<file path="src/dbms_pkg.sv">
// Package for the backplane DMA bus master sequencer.
// Holds field widths, reset constants, register indexes and the structs that
// pass between the top level and the sequencer core. Depends on nothing.
package dbms_pkg;

    localparam int BUS_W   = 24;
    localparam int WORD_W  = 16;
    localparam int GAP_W   = 8;
    localparam int LIMIT_W = 16;
    localparam int CFG_IDX_W = 2;

    localparam logic [BUS_W-1:0]   BUS_RELEASED  = 24'hFF_FFFF;
    localparam logic [GAP_W-1:0]   GAP_RESET     = 8'd32;
    localparam logic [LIMIT_W-1:0] LIMIT_RESET   = 16'd4096;

    localparam logic [CFG_IDX_W-1:0] CFG_RECOVERY_GAP  = 2'd0;
    localparam logic [CFG_IDX_W-1:0] CFG_TIMEOUT_LIMIT = 2'd1;

    typedef struct packed {
        logic              start_request;
        logic [BUS_W-1:0]  start_address;
        logic              start_is_write;
        logic [WORD_W-1:0] start_write_data;
        logic              ack_taken;
        logic              mem_cycle_n;
        logic              grant_in_n;
        logic              io_cycle_n;
        logic              ready_n;
        logic [BUS_W-1:0]  bus_data_n;
    } t_item;

    typedef struct packed {
        logic [GAP_W-1:0]   recovery_gap;
        logic [LIMIT_W-1:0] timeout_limit;
    } t_cfg;

    typedef struct packed {
        logic              request_n;
        logic              address_strobe_n;
        logic              data_strobe_n;
        logic              direction_n;
        logic [BUS_W-1:0]  bus_drive_n;
        logic              start_accepted;
        logic              ack_valid;
        logic [WORD_W-1:0] ack_read_data;
        logic              ack_error;
        logic              busy_res;
        logic              collision;
    } t_result;

endpackage

</file>
<file path="src/dbms_core.sv">
// Sequencer core: bus tick, transfer phases, timeout and client acknowledge.
// All state advances by one bus clock per step. Depends on dbms_pkg.
module dbms_core #(
    parameter int ADDRESS_WIDTH = 24,
    parameter int DATA_WIDTH    = 16
) (
    input  logic             i_clk,
    input  logic             i_rst_n,
    input  logic             i_step,
    input  dbms_pkg::t_item  i_item,
    input  dbms_pkg::t_cfg   i_cfg,
    output dbms_pkg::t_result o_res
);

    localparam logic [63:0] ADDR_MASK64 = (64'd1 << ADDRESS_WIDTH) - 64'd1;
    localparam logic [63:0] DATA_MASK64 = (64'd1 << DATA_WIDTH) - 64'd1;
    localparam logic [dbms_pkg::BUS_W-1:0] ADDR_MASK = ADDR_MASK64[dbms_pkg::BUS_W-1:0];
    localparam logic [dbms_pkg::BUS_W-1:0] DATA_MASK = DATA_MASK64[dbms_pkg::BUS_W-1:0];

    typedef enum logic [2:0] {
        PH_IDLE,
        PH_REQ,
        PH_ADDR,
        PH_DATA,
        PH_END
    } t_phase;

    t_phase                          r_phase, n_phase;
    logic                            r_is_write, n_is_write;
    logic [dbms_pkg::BUS_W-1:0]      r_held_address, n_held_address;
    logic [dbms_pkg::WORD_W-1:0]     r_held_write_data, n_held_write_data;
    logic [dbms_pkg::WORD_W-1:0]     r_read_latch, n_read_latch;
    logic                            r_read_latched, n_read_latched;
    logic                            r_ack_pending, n_ack_pending;
    logic [dbms_pkg::WORD_W-1:0]     r_ack_data, n_ack_data;
    logic                            r_ack_err, n_ack_err;
    logic [dbms_pkg::GAP_W-1:0]      r_gap_count, n_gap_count;
    logic [1:0]                      r_phase_count, n_phase_count;
    logic [dbms_pkg::LIMIT_W-1:0]    r_busy_ticks, n_busy_ticks;
    logic                            r_prev_mem_n, n_prev_mem_n;
    logic                            r_frozen, n_frozen;
    logic                            r_req_n, n_req_n;
    logic                            r_apr_n, n_apr_n;
    logic                            r_dap_n, n_dap_n;
    logic                            r_dir_n, n_dir_n;
    logic [dbms_pkg::BUS_W-1:0]      r_bus_n, n_bus_n;

    always_comb begin
        logic                         fall;
        logic                         claim_ok;
        logic                         abort;
        logic                         accepted;
        logic                         av;
        logic [dbms_pkg::BUS_W-1:0]   read_word;

        n_phase           = r_phase;
        n_is_write        = r_is_write;
        n_held_address    = r_held_address;
        n_held_write_data = r_held_write_data;
        n_read_latch      = r_read_latch;
        n_read_latched    = r_read_latched;
        n_ack_pending     = r_ack_pending;
        n_ack_data        = r_ack_data;
        n_ack_err         = r_ack_err;
        n_phase_count     = r_phase_count;
        n_busy_ticks      = r_busy_ticks;
        n_req_n           = r_req_n;
        n_apr_n           = r_apr_n;
        n_dap_n           = r_dap_n;
        n_dir_n           = r_dir_n;
        n_bus_n           = r_bus_n;
        n_prev_mem_n      = i_item.mem_cycle_n;
        accepted          = 1'b0;
        read_word         = ~i_item.bus_data_n & DATA_MASK;

        n_gap_count = (r_gap_count != '0) ? r_gap_count - 1'b1 : r_gap_count;

        // The freeze latch records that our request was already up when the
        // memory strobe fell, so a grant seen now belongs to this master.
        fall = !i_item.mem_cycle_n && r_prev_mem_n;
        n_frozen = r_frozen;
        if (i_item.mem_cycle_n) begin
            n_frozen = 1'b0;
        end else if (fall) begin
            n_frozen = (r_phase == PH_REQ) && !r_req_n;
        end
        claim_ok = n_frozen || (fall && (r_phase == PH_REQ) && !r_req_n);

        abort = !i_item.io_cycle_n && ((r_phase == PH_ADDR) || (r_phase == PH_DATA));

        if (abort) begin
            n_req_n     = 1'b1;
            n_apr_n     = 1'b1;
            n_dap_n     = 1'b1;
            n_dir_n     = 1'b1;
            n_bus_n     = dbms_pkg::BUS_RELEASED;
            n_frozen    = 1'b0;
            n_gap_count = i_cfg.recovery_gap;
            n_phase     = PH_REQ;
        end else begin
            case (r_phase)
                PH_REQ: begin
                    if (n_req_n && (n_gap_count == '0)) begin
                        n_req_n = 1'b0;
                    end
                    if (!i_item.mem_cycle_n && !i_item.grant_in_n && !n_req_n &&
                        claim_ok && i_item.io_cycle_n) begin
                        n_req_n       = 1'b1;
                        n_bus_n       = ~r_held_address;
                        n_apr_n       = 1'b0;
                        n_dir_n       = !r_is_write;
                        n_phase_count = 2'd2;
                        n_phase       = PH_ADDR;
                    end
                end
                PH_ADDR: begin
                    if (r_phase_count != 2'd0) begin
                        n_phase_count = r_phase_count - 2'd1;
                    end else begin
                        n_apr_n        = 1'b1;
                        n_dir_n        = 1'b1;
                        n_bus_n        = r_is_write ?
                            ~{{(dbms_pkg::BUS_W-dbms_pkg::WORD_W){1'b0}}, r_held_write_data} :
                            dbms_pkg::BUS_RELEASED;
                        n_dap_n        = 1'b0;
                        n_read_latched = 1'b0;
                        n_phase        = PH_DATA;
                    end
                end
                PH_DATA: begin
                    if (!r_is_write && (i_item.bus_data_n != dbms_pkg::BUS_RELEASED)) begin
                        n_read_latch   = read_word[dbms_pkg::WORD_W-1:0];
                        n_read_latched = 1'b1;
                    end
                    if (!i_item.ready_n) begin
                        if (!r_is_write) begin
                            n_ack_data = n_read_latched ? n_read_latch :
                                                          read_word[dbms_pkg::WORD_W-1:0];
                        end
                        n_dap_n = 1'b1;
                        n_bus_n = dbms_pkg::BUS_RELEASED;
                        n_dir_n = 1'b1;
                        n_phase = PH_END;
                    end
                end
                PH_END: begin
                    if (i_item.ready_n) begin
                        n_ack_pending = 1'b1;
                        n_ack_err     = 1'b0;
                        n_gap_count   = i_cfg.recovery_gap;
                        n_phase       = PH_IDLE;
                    end
                end
                default: begin
                end
            endcase

            if (n_phase != PH_IDLE) begin
                n_busy_ticks = r_busy_ticks + 1'b1;
                if (n_busy_ticks >= i_cfg.timeout_limit) begin
                    n_req_n       = 1'b1;
                    n_apr_n       = 1'b1;
                    n_dap_n       = 1'b1;
                    n_dir_n       = 1'b1;
                    n_bus_n       = dbms_pkg::BUS_RELEASED;
                    n_ack_pending = 1'b1;
                    n_ack_err     = 1'b1;
                    n_ack_data    = '0;
                    n_gap_count   = i_cfg.recovery_gap;
                    n_phase       = PH_IDLE;
                end
            end else begin
                n_busy_ticks = '0;
            end
        end

        // The acknowledge shown is the one pending after the tick.
        av = n_ack_pending;
        o_res.ack_valid     = av;
        o_res.ack_read_data = av ? n_ack_data : '0;
        o_res.ack_error     = av && n_ack_err;
        if (i_item.ack_taken) begin
            n_ack_pending = 1'b0;
        end

        if (i_item.start_request && (n_phase == PH_IDLE) && !n_ack_pending) begin
            n_is_write        = i_item.start_is_write;
            n_held_address    = i_item.start_address & ADDR_MASK;
            n_held_write_data = i_item.start_write_data & DATA_MASK[dbms_pkg::WORD_W-1:0];
            n_busy_ticks      = '0;
            n_phase           = PH_REQ;
            accepted          = 1'b1;
        end

        o_res.request_n        = n_req_n;
        o_res.address_strobe_n = n_apr_n;
        o_res.data_strobe_n    = n_dap_n;
        o_res.direction_n      = n_dir_n;
        o_res.bus_drive_n      = n_bus_n;
        o_res.start_accepted   = accepted;
        o_res.busy_res         = (n_phase != PH_IDLE) || n_ack_pending;
        o_res.collision        = !i_item.io_cycle_n &&
            ((r_phase == PH_ADDR) || (r_phase == PH_DATA) || (r_phase == PH_END));
    end

    always_ff @(posedge i_clk) begin
        if (!i_rst_n) begin
            r_phase           <= PH_IDLE;
            r_is_write        <= 1'b0;
            r_held_address    <= '0;
            r_held_write_data <= '0;
            r_read_latch      <= '0;
            r_read_latched    <= 1'b0;
            r_ack_pending     <= 1'b0;
            r_ack_data        <= '0;
            r_ack_err         <= 1'b0;
            r_gap_count       <= '0;
            r_phase_count     <= '0;
            r_busy_ticks      <= '0;
            r_prev_mem_n      <= 1'b1;
            r_frozen          <= 1'b0;
            r_req_n           <= 1'b1;
            r_apr_n           <= 1'b1;
            r_dap_n           <= 1'b1;
            r_dir_n           <= 1'b1;
            r_bus_n           <= dbms_pkg::BUS_RELEASED;
        end else if (i_step) begin
            r_phase           <= n_phase;
            r_is_write        <= n_is_write;
            r_held_address    <= n_held_address;
            r_held_write_data <= n_held_write_data;
            r_read_latch      <= n_read_latch;
            r_read_latched    <= n_read_latched;
            r_ack_pending     <= n_ack_pending;
            r_ack_data        <= n_ack_data;
            r_ack_err         <= n_ack_err;
            r_gap_count       <= n_gap_count;
            r_phase_count     <= n_phase_count;
            r_busy_ticks      <= n_busy_ticks;
            r_prev_mem_n      <= n_prev_mem_n;
            r_frozen          <= n_frozen;
            r_req_n           <= n_req_n;
            r_apr_n           <= n_apr_n;
            r_dap_n           <= n_dap_n;
            r_dir_n           <= n_dir_n;
            r_bus_n           <= n_bus_n;
        end
    end

    a_addr_strobe: assert property (@(posedge i_clk) disable iff (!i_rst_n)
        (r_phase == PH_ADDR) |-> !r_apr_n)
        else $error("address strobe released during address phase");

    a_data_strobe: assert property (@(posedge i_clk) disable iff (!i_rst_n)
        (r_phase == PH_DATA) |-> (!r_dap_n && r_apr_n))
        else $error("strobes wrong during data phase");

    a_quiet_bus: assert property (@(posedge i_clk) disable iff (!i_rst_n)
        ((r_phase == PH_IDLE) || (r_phase == PH_REQ)) |->
            (r_apr_n && r_dap_n && (r_bus_n == dbms_pkg::BUS_RELEASED)))
        else $error("bus driven outside a claimed cycle");

    a_start_enters_req: assert property (@(posedge i_clk) disable iff (!i_rst_n)
        (i_step && o_res.start_accepted) |=> (r_phase == PH_REQ))
        else $error("accepted start did not enter request phase");

endmodule

</file>
<file path="src/dma_bus_master_sequencer_top.sv">
// Top level of the backplane DMA bus master sequencer.
// Holds the configuration registers, the input handshake and the result
// register; instantiates dbms_core. Depends on dbms_pkg.

// Each input item is one bus clock of sampled lines and client requests; it
// yields exactly one result item, registered, in the cycle after acceptance.
// The block takes one item per clock: all work for an item is done in the
// core's next-state logic, and o_stall rises only while a finished result is
// waiting and the output side stalls. Configuration writes through i_cfg_we
// take effect at once and are meant for idle times.
module dma_bus_master_sequencer_top #(
    parameter int ADDRESS_WIDTH = 24,
    parameter int DATA_WIDTH    = 16
) (
    input  logic                                i_clk,
    input  logic                                i_rst_n,

    input  logic                                i_cfg_we,
    input  logic [dbms_pkg::CFG_IDX_W-1:0]      i_cfg_index,
    input  logic [dbms_pkg::LIMIT_W-1:0]        i_cfg_data,

    input  logic                                i_valid,
    output logic                                o_stall,
    input  logic                                i_start_request,
    input  logic [dbms_pkg::BUS_W-1:0]          i_start_address,
    input  logic                                i_start_is_write,
    input  logic [dbms_pkg::WORD_W-1:0]         i_start_write_data,
    input  logic                                i_ack_taken,
    input  logic                                i_mem_cycle_n,
    input  logic                                i_grant_in_n,
    input  logic                                i_io_cycle_n,
    input  logic                                i_ready_n,
    input  logic [dbms_pkg::BUS_W-1:0]          i_bus_data_n,

    output logic                                o_valid,
    input  logic                                i_stall,
    output logic                                o_request_n,
    output logic                                o_address_strobe_n,
    output logic                                o_data_strobe_n,
    output logic                                o_direction_n,
    output logic [dbms_pkg::BUS_W-1:0]          o_bus_drive_n,
    output logic                                o_start_accepted,
    output logic                                o_ack_valid,
    output logic [dbms_pkg::WORD_W-1:0]         o_ack_read_data,
    output logic                                o_ack_error,
    output logic                                o_busy_res,
    output logic                                o_collision
);

    logic [dbms_pkg::GAP_W-1:0]   r_recovery_gap;
    logic [dbms_pkg::LIMIT_W-1:0] r_timeout_limit;
    logic                         r_out_valid, n_out_valid;
    dbms_pkg::t_result            r_res;

    dbms_pkg::t_item   w_item;
    dbms_pkg::t_cfg    w_cfg;
    dbms_pkg::t_result w_res;
    logic              w_accept;

    assign o_stall  = r_out_valid && i_stall;
    assign w_accept = i_valid && !o_stall;

    assign w_item.start_request    = i_start_request;
    assign w_item.start_address    = i_start_address;
    assign w_item.start_is_write   = i_start_is_write;
    assign w_item.start_write_data = i_start_write_data;
    assign w_item.ack_taken        = i_ack_taken;
    assign w_item.mem_cycle_n      = i_mem_cycle_n;
    assign w_item.grant_in_n       = i_grant_in_n;
    assign w_item.io_cycle_n       = i_io_cycle_n;
    assign w_item.ready_n          = i_ready_n;
    assign w_item.bus_data_n       = i_bus_data_n;

    assign w_cfg.recovery_gap  = r_recovery_gap;
    assign w_cfg.timeout_limit = r_timeout_limit;

    dbms_core #(
        .ADDRESS_WIDTH (ADDRESS_WIDTH),
        .DATA_WIDTH    (DATA_WIDTH)
    ) u_core (
        .i_clk   (i_clk),
        .i_rst_n (i_rst_n),
        .i_step  (w_accept),
        .i_item  (w_item),
        .i_cfg   (w_cfg),
        .o_res   (w_res)
    );

    always_ff @(posedge i_clk) begin
        if (!i_rst_n) begin
            r_recovery_gap  <= dbms_pkg::GAP_RESET;
            r_timeout_limit <= dbms_pkg::LIMIT_RESET;
        end else if (i_cfg_we) begin
            if (i_cfg_index == dbms_pkg::CFG_RECOVERY_GAP) begin
                r_recovery_gap <= i_cfg_data[dbms_pkg::GAP_W-1:0];
            end else if (i_cfg_index == dbms_pkg::CFG_TIMEOUT_LIMIT) begin
                r_timeout_limit <= i_cfg_data;
            end
        end
    end

    always_comb begin
        if (w_accept) begin
            n_out_valid = 1'b1;
        end else if (i_stall) begin
            n_out_valid = r_out_valid;
        end else begin
            n_out_valid = 1'b0;
        end
    end

    always_ff @(posedge i_clk) begin
        if (!i_rst_n) begin
            r_out_valid <= 1'b0;
        end else begin
            r_out_valid <= n_out_valid;
        end
    end

    // The result payload holds while stalled because no item is accepted then.
    always_ff @(posedge i_clk) begin
        if (w_accept) begin
            r_res <= w_res;
        end
    end

    assign o_valid            = r_out_valid;
    assign o_request_n        = r_res.request_n;
    assign o_address_strobe_n = r_res.address_strobe_n;
    assign o_data_strobe_n    = r_res.data_strobe_n;
    assign o_direction_n      = r_res.direction_n;
    assign o_bus_drive_n      = r_res.bus_drive_n;
    assign o_start_accepted   = r_res.start_accepted;
    assign o_ack_valid        = r_res.ack_valid;
    assign o_ack_read_data    = r_res.ack_read_data;
    assign o_ack_error        = r_res.ack_error;
    assign o_busy_res         = r_res.busy_res;
    assign o_collision        = r_res.collision;

endmodule

</file>
<file path="config.mk">
export PLATFORM = sky130hd
export DESIGN_NAME = dma_bus_master_sequencer_top
export DESIGN_NICKNAME = d
export VERILOG_FILES = /design/src/dbms_pkg.sv /design/src/dbms_core.sv /design/src/dma_bus_master_sequencer_top.sv
export SDC_FILE = /design/constraint.sdc
export NUM_CORES = 1
export LEC_CHECK = 0
export ABC_AREA = 0
export BUFFER_PORTS_ARGS = -buffer_cell sky130_fd_sc_hd__buf_2
export CORE_MARGIN = 3
export CORE_UTILIZATION = 55
export CTS_CLUSTER_DIAMETER = 30
export DETAILED_ROUTE_END_ITERATION = 8
export PLACE_DENSITY_LB_ADDON = 0.12
export SYNTH_ARGS = -nofsm -noshare
export SYNTH_HDL_FRONTEND = slang
export SYNTH_HIERARCHICAL = 1
export SYNTH_SLANG_ARGS = --single-unit
</file>
<file path="constraint.sdc">
create_clock -name i_clk -period 10 [get_ports i_clk]
set_input_delay 2.5 -clock i_clk [delete_from_list [all_inputs] [get_ports i_clk]]
set_output_delay 2.5 -clock i_clk [all_outputs]
set_load 0.03 [all_outputs]
</file>
==> impl_metrics.json <==
{
  "outcome": "completed",
  "critPathTopFamily": "buffers and inverters",
  "drc_errors": 0,
  "async_flop_share": 0,
  "netlist_area_um2": 10200,
  "wl_per_cell_um": 17.2,
  "std_cell_rows": 49,
  "worstPathCellList": "buf_2 -> and2_1 -> buf_2",
  "h-tree-depth": 2,
  "switching_share": 0.250,
  "clockBufferDepth": 3,
  "layout_commonest_cell": "nor2_1",
  "die_y_um": 142,
  "leakagePower_nw": 5.29,
  "total_power_mw": 2.72,
  "slowest_delay_ns": 0.23,
  "intPower_mw": 2.04,
  "slew_headroom": 0.260,
  "routed_wl_um": 25400,
  "grt_antenna_before_repair": 1,
  "cap_violations": 0,
  "synth_edf_count": 49,
  "grt_usage": 0.244,
  "viasPerCell": 5.78,
  "cp_num_buf_inv": 2,
  "synth_nets": 1198,
  "grt_pass1_vias": 8142,
  "grt_pass1_wl_um": 40600,
  "tritoncts": "done",
  "clock_latency_ns": 0.52,
  "crit_top_cell": "buf_2",
  "critical_path_required_ns": 7.50,
  "synth-xor-area-share": 0.0128,
  "clk_pin_slew_ns": 0.05,
  "ir_drop_mv": 0.146,
  "synth_seq_cells": 209,
  "netlist_instances": 1085,
  "tightest_slew_ns": 1.11,
  "cts_setup_buffers": 0,
  "pwr-share-comb": 0.105,
  "slowest_stage": "buf_2",
  "clock_sinks": 209,
  "ys_seq_area_frac": 0.457,
  "cts_root_buf": "clkbuf_16",
  "dr.pass1.iters": 5,
  "dieWidth_um": 142,
  "ant_nets": 0,
  "synthFlopType": "dfxtp_1",
  "cp_max_fo": 3,
  "core_um2": 18100,
  "pwr-share-seq": 0.345,
  "vias": 8537,
  "syn_area_per_cell_um2": 9.43,
  "switching_power_mw": 0.680,
  "synth_warnings": 6,
  "ioPinCount": 145,
  "finalSetupViolCount": 0,
  "postCtsHoldBufs": 0,
  "p_clk_frac": 0.550,
  "yosys.area_share.simple": 0.172,
  "port_buffers": 144,
  "min_period_ns": 5.50,
  "overflow": 0,
  "synth_top_family_by_area": "compound AO/OA/AOI/OAI gates",
  "rsz0062_at_grt": "no",
  "cp-start-kind": "primary input",
  "worstSetupPathType": "in2out",
  "synth-compound-area-share": 0.204,
  "powerDensity_nw_per_um2": 217,
  "setup_tns_ns": 0,
  "skew_ns": 0.0259,
  "synth_adder_area_share": 0.0232,
  "max_freq_mhz": 182,
  "arrival_ns": 3.00,
  "fin_nets": 1323,
  "slew_violations": 0,
  "synth_cell_type_count": 86,
  "muxShareOfSynthArea": 0.0817,
  "die-area_um2": 20300,
  "start_util": 0.564,
  "fin_crit_sh": 0.550,
  "grt_max_degree": 60,
  "cts_buffers": 46,
  "drive_above_1_share": 0.229,
  "dpl.hpwl_um": 16400,
  "hold_violations": 0,
  "drtIter0Drc": 542,
  "worst_setup_path_end_kind": "output pin",
  "cts_resized": 0,
  "hold_path_class": "reg2reg",
  "synthToLayoutAreaGrowth_pct": 22.6,
  "nFillCells": 1433,
  "gp_congestion": 0.866,
  "mostFrequentLayoutCells": "nor2_1 (168), dfxtp_1 (160), buf_2 (144)"
}
==> worst reg2reg max path, cell delays in order, from the launching register on <==
cell and delay (ns):
dfxtp_1 0.43, ha_1 0.28, and3_1 0.21, and3_1 0.31, nand3_1 0.19, nor2_1 0.17, xnor2_1 0.17, ha_1 0.28
nand2_1 0.07, o21ai_0 0.08, a21oi_1 0.23, a21boi_1 0.77, nor3b_1 0.19, a21oi_4 0.15, buf_4 0.59, mux2i_1 0.32
nor2_1 0.05
==> synth_stat cells, types with 15 or more instances <==
cell type  count  area share
o21ai_0       25       0.012
o2bb2ai_1     15       0.013
a21o_1        30       0.022
ha_1          19       0.023
edfxtp_1      49        0.14
a211oi_1      29       0.021
o21ai_1       26       0.013
mux2i_1       79       0.077
a21oi_1       33       0.016
inv_1         31       0.011
nor2_1       168       0.062
clkbuf_1      51       0.019
dfxtp_1      160        0.31
nand2_1       99       0.036
==> final cells by class <==
| cell class | count | area (µm²) | share of cell area |
|---|---|---|---|
| antenna | 1 | 2.50 | 0.000199 |
| clock buffer | 57 | 1290 | 0.103 |
| clock inverter | 27 | 285 | 0.0227 |
| inverter | 31 | 116 | 0.00927 |
| multi-input combinational | 766 | 5080 | 0.405 |
| sequential | 209 | 4670 | 0.372 |
| tap | 229 | 287 | 0.0228 |
| timing repair buffer | 156 | 811 | 0.0646 |
==> flip-flops by register name (all words and copies together), names as in the netlist, 2 cells and up <==
register	cells
u_core/r_ack_data	16
u_core/r_read_latch	16
u_core/r_held_write_data	16
u_core/r_phase_count	2
r_recovery_gap	8
u_core/r_gap_count	8
o_bus_drive_n	24
r_timeout_limit	16
u_core/r_held_address	24
u_core/r_phase	3
u_core/r_bus_n	24
o_ack_read_data	16
u_core/r_busy_ticks	16
==> metrics by stage <==
stage | instance area (µm²) | hold slack [ns] | utilization | worst slack, ns | instances
2_1_floorplan | 10200 | 0.432 | - | 3.12 | 1085
3_3_place_gp | 11000 | 0.444 | 0.604 | 4.47 | 1391
3_5_place_dp | 11000 | 0.448 | 0.604 | 4.43 | 1391
4_1_cts | 12500 | 0.459 | 0.691 | 4.50 | 1475
5_1_grt | 12500 | 0.476 | 0.691 | 4.46 | 1475
6_report | 12600 | 0.455 | 0.692 | 4.50 | 1476
==> path summary, 6_finish.rpt <==
kind                          endpoint  cells after the start  slack, ns                    from
max                            o_stall                      3       4.50                 i_stall
min                 r_timeout_limit[6]                      2       0.45      r_timeout_limit[6]
max reg2reg  u_core/r_held_address[13]                     16       5.35  u_core/r_busy_ticks[0]
min reg2reg         r_timeout_limit[6]                      2       0.45      r_timeout_limit[6]
==> power by group through the flow <==
stage               Sequential [mW]  Clock [mW]  Combinational [mW]
finish                        0.939        1.50               0.285
global route                  0.943        1.56               0.311
CTS                           0.938        1.52               0.285
detailed placement            0.954           0               0.283
global placement              0.953           0               0.280
floorplan                     0.969           0               0.193
==> routing by layer <==
metal | GRT usage | wire [µm] | vias to the layer above | part of all wire
met5 | 0 | 7 | - | 0.00028
met4 | 0.0730 | 396 | 2 | 0.016
met3 | 0.0491 | 1390 | 33 | 0.055
met2 | 0.400 | 12000 | 250 | 0.47
met1 | 0.329 | 11600 | 4040 | 0.46
li1 | - | - | 4212 | -
==> cell families (layout without fill, tap and decap cells) <==
family / count (synthesis) / in the layout
buf+inv: 110 / 271
flops: 209 / 209
fa+ha+maj: 19 / 19
mux: 83 / 83
simple gates: 378 / 378
compound gates: 271 / 271
other cells: 0 / 1
xor+xnor: 15 / 15
No activity file was read; power rests on OpenSTA's default activity.
